**src/hw/rtl/pip_pkg.sv**
```systemverilog
package pip_pkg;
	localparam int MaxVerticesDefault = 64;
	localparam int CoordBitsDefault = 24;
	localparam int CountBits = 7;
	localparam int MinVertices = 3;

	typedef enum logic [1:0] {
		ST_IDLE,
		ST_WALK,
		ST_DONE
	} state_t;
endpackage

```
**src/hw/rtl/pip_edge.sv**
```systemverilog
// one edge test per cycle: on-edge check and half-open crossing check
module pip_edge import pip_pkg::*; #(
	parameter int CoordBits = 24
) (
	input  logic                        clk,
	input  logic signed [CoordBits-1:0] ax,
	input  logic signed [CoordBits-1:0] ay,
	input  logic signed [CoordBits-1:0] bx,
	input  logic signed [CoordBits-1:0] by,
	input  logic signed [CoordBits-1:0] px,
	input  logic signed [CoordBits-1:0] py,
	output logic                        touch_s2,
	output logic                        cross_s2
);
	localparam int DW = CoordBits + 1;
	localparam int PW = 2 * DW;

	logic signed [DW-1:0] dxb, dyb, dxp, dyp;
	logic signed [PW-1:0] p1_s1, p2_s1, p3_s1, p4_s1;
	logic                 box_s1, straddle_s1, dypos_s1;

	always_comb begin
		dxb = DW'(bx) - DW'(ax);
		dyb = DW'(by) - DW'(ay);
		dxp = DW'(px) - DW'(ax);
		dyp = DW'(py) - DW'(ay);
	end

	always_ff @(posedge clk) begin
		p1_s1 <= PW'(dxb) * PW'(dyp);
		p2_s1 <= PW'(dyb) * PW'(dxp);
		p3_s1 <= PW'(dxp) * PW'(dyb);
		p4_s1 <= PW'(dyp) * PW'(dxb);
		box_s1 <= ((px >= ax && px <= bx) || (px >= bx && px <= ax)) &&
			((py >= ay && py <= by) || (py >= by && py <= ay));
		straddle_s1 <= (ay > py) != (by > py);
		dypos_s1 <= dyb > 0;
	end

	always_ff @(posedge clk) begin
		touch_s2 <= box_s1 && (p1_s1 == p2_s1);
		// crossing strictly right: (x-ax)*dy vs (y-ay)*dx, sign follows dy
		cross_s2 <= straddle_s1 && (dypos_s1 ? (p3_s1 < p4_s1) : (p3_s1 > p4_s1));
	end
endmodule

```
**config.mk**
```make
export PLATFORM = sky130hd
export DESIGN_NAME = pip_edge
export DESIGN_NICKNAME = d
export VERILOG_FILES = /design/src/hw/rtl/pip_pkg.sv /design/src/hw/rtl/pip_edge.sv
export SDC_FILE = /design/constraint.sdc
export NUM_CORES = 2
export LEC_CHECK = 0
export BUFFER_PORTS_ARGS = -buffer_cell sky130_fd_sc_hd__buf_4
export CORE_ASPECT_RATIO = 1.4
export CORE_MARGIN = 2
export CORE_UTILIZATION = 55
export CTS_CLUSTER_DIAMETER = 100
export CTS_CLUSTER_SIZE = 28
export DETAILED_ROUTE_END_ITERATION = 8
export PLACE_DENSITY_LB_ADDON = 0.3
export SLEW_MARGIN = 15
export SYNTH_ARGS = -nofsm -noshare
export SYNTH_HDL_FRONTEND = slang
export SYNTH_SLANG_ARGS = --single-unit
```
**constraint.sdc**
```tcl
create_clock -name clk -period 20 [get_ports clk]
set_input_delay 2 -clock clk [delete_from_list [all_inputs] [get_ports clk]]
set_output_delay 2 -clock clk [all_outputs]
set_load 0.02 [all_outputs]
```
==> results.json <==
{
  "status": "finished clean",
  "port_buffers": 146,
  "totalWireLength_mm": 184,
  "crit_fanout": 14,
  "postSynthAreaPerCell_sq_um": 8.96,
  "io_pins": 147,
  "synth_flop_cell": "dfxtp_1",
  "worst-setup-path-type": "in2reg",
  "cts_tree": "done",
  "final.setup.tns_ns": 0,
  "cp.required_ns": 20.32,
  "cts_buffer_depth": 2,
  "gp_congestion": 0.996,
  "drive_gt1_share_pct": 6.31,
  "endpoint_kind": "register",
  "critPathTopFamily": "adder cells",
  "startpoint_type": "input pin",
  "place_hpwl_mm": 152,
  "root_buffer": "clkbuf_16",
  "cts_buffers": 9,
  "design_area_sq_um": 57700,
  "grt_usage_pct": 38.2,
  "nFillCells": 8677,
  "worst-path-buf-inv": 8,
  "cp_common_cell": "fa_1",
  "cts_setup_buffers": 0,
  "core_sq_um": 97800,
  "slowest_delay_ns": 0.91,
  "drtIter0Drc": 3758,
  "critical-path-slowest-cell": "o32ai_1",
  "grt_pass1_wl_mm": 281,
  "vias": 43700,
  "htree_levels": 3,
  "netlist_area_sq_um": 54100,
  "dieWidth_um": 269,
  "synth_edf_count": 0,
  "hold_viol": 0,
  "relSlewSlack_pct": 12.7,
  "post-route-drc-count": 0,
  "grt_setup_unrepaired": "false",
  "rows": 136,
  "clock-sinks": 105,
  "worst_pin_slew_ns": 1.31,
  "antenna_found_initial": 16,
  "die_h_um": 375,
  "start_util_pct": 55.3,
  "maxCapViolations": 0,
  "insertion_delay_ns": 0.39,
  "finalSetupViolCount": 0,
  "area_growth_pct": 6.69,
  "ys_ff_latch": 105,
  "drt_pass1_iterations": 6,
  "grt_max_degree": 34,
  "first_global_vias": 47600,
  "die_area_sq_um": 101000,
  "clock-skew-final_ns": 0.0214,
  "seq_area_frac_synth_pct": 3.89,
  "synth_cells": 6035,
  "hp-class": "reg2reg",
  "syn-num-nets": 7978,
  "max_freq_mhz": 81.9,
  "placed_area_sq_um": 57400,
  "async_flop_share_pct": 0,
  "wire_per_inst_um": 24.7,
  "gr-total-overflow": 0,
  "synth_warnings": 0,
  "layout_min_cycle_time_ns": 12.21,
  "drv_slew": 0,
  "nNetsFinal": 8072,
  "final.period_utilization_pct": 61.1,
  "ys_types": 91,
  "avgViaCountPerCell": 5.87,
  "ctsResizeCount": 0,
  "drtAntennaViolNets": 0,
  "critPathArrivalTime_ns": 12.53,
  "postCtsHoldBufs": 0,
  "clk_pin_slew_ns": 0.09
}
## cells in the mapped netlist (all sizes together), types with 3 or more instances
cell type     n  area [sq um]
o21ai       109           549
and3         24           150
clkbuf      177           664
o211ai       13           108
o21bai       30           236
or3          11          68.8
a41oi         6          60.1
nand3        39           195
ha          478          5980
nand4        38           238
o2111a        3          33.8
nor4b         3          26.3
o31a          9          78.8
nor3         26           130
o211a         4          40.0
a311oi        5          43.8
a21boi        7          52.6
nor2        486          1820
xnor2       167          1480
buf          16          77.6
nand2       798          3000
a21oi       181           936
a211oi       11          95.1
and4          5          43.8
or2          27           169
and2         51           319
nand2b       69           432
o31ai        10          93.8
o21a         34           255
mux2          3          33.8
o2111ai       4          35.0
a21o        118           886
a221oi        8          82.6
a31oi        16           100
a31o          7          78.8
mux2i         6          60.1
nor4         12          75.1
fa         1320         26400
a211o         7          61.3
inv        1413          5300
nor2b        65           407
a221o         3          30.0
dfxtp       105          2100
a2111oi       8          96.3
xor2         77           682
## per-stage QoR
step           std cells  util (%)  hold slack (ns)  setup WS [ns]
2_1_floorplan       6035         -            0.406           9.16
3_3_place_gp        7429      58.6            0.410           7.81
3_5_place_dp        7429      58.6            0.415           7.82
4_1_cts             7445      58.9            0.436           8.19
5_1_grt             7446      58.9            0.449           7.60
6_report            7452      59.0            0.437           7.79
## worst paths after layout
path | from | endpoint | slack, ns | depth (start not counted)
min reg2reg | box_s1 | touch_s2 | 0.44 | 1
min | box_s1 | touch_s2 | 0.44 | 1
max reg2reg | p4_s1[49] | cross_s2 | 16.25 | 9
max | ay[10] | p4_s1[49] | 7.79 | 32
## routing by layer
metal	GRT usage [%]	vias up	share of wire, %
met4	28.0	16	9.3
li1	-	18300	-
met5	0	-	0.050
met2	61.2	2537	47
met1	44.2	22100	33
met3	9.72	833	11
## cell families (layout without fill, tap and decap cells)
family | after synthesis | in the layout | synth area share (%)
AO/OA/AOI/OAI | 610 | 610 | 7.61
XOR/XNOR | 244 | 244 | 3.99
adder cells (fa/ha/maj) | 1798 | 1798 | 59.9
buffers and inverters | 1607 | 1706 | 11.2
flip-flops | 105 | 105 | 3.89
multiplexers | 9 | 9 | 0.174
other | 0 | 7 | 0
AND/OR/NAND/NOR | 1662 | 1662 | 13.2
## registers in the layout (all words and copies together) (netlist names)
signal       cells
straddle_s1      1
p3_s1           50
touch_s2         1
dypos_s1         1
box_s1           1
cross_s2         1
p4_s1           50
## worst register-to-register path: cells and delay by family (launching register included)
| family | cells | cell delay [ns] |
|---|---|---|
| AND/OR/NAND/NOR | 5 | 2.44 |
| adder cells (fa/ha/maj) | 1 | 0.33 |
| flip-flops | 1 | 0.31 |
| multiplexers | 1 | 0.31 |
| AO/OA/AOI/OAI | 1 | 0.21 |
| buffers and inverters | 1 | 0.04 |
## cells in the final DEF (no fill, tap or decap), types with 65 or more instances in the layout
master,n
inv_1,1412
fa_1,1319
o21ai_0,92
ha_1,478
nor2b_1,65
nor2_1,484
nand2_1,798
a21o_1,118
buf_4,276
xor2_1,67
dfxtp_1,105
a21oi_1,174
xnor2_1,144
nand2b_1,69
## final cells by class
class | count | area, sq um | area share [%]
antenna | 7 | 17.5 | 0.0304
clock buffer | 9 | 225 | 0.390
clock inverter | 7 | 72.6 | 0.126
inverter | 1414 | 5310 | 9.20
multi-input combinational | 4323 | 46200 | 80.2
sequential | 105 | 2100 | 3.64
tap | 1311 | 1640 | 2.84
timing repair buffer | 276 | 2070 | 3.59
Power is left out: the tool's default activity adds up to more than one toggle a clock period on the data nets, which glitch-free logic cannot reach.
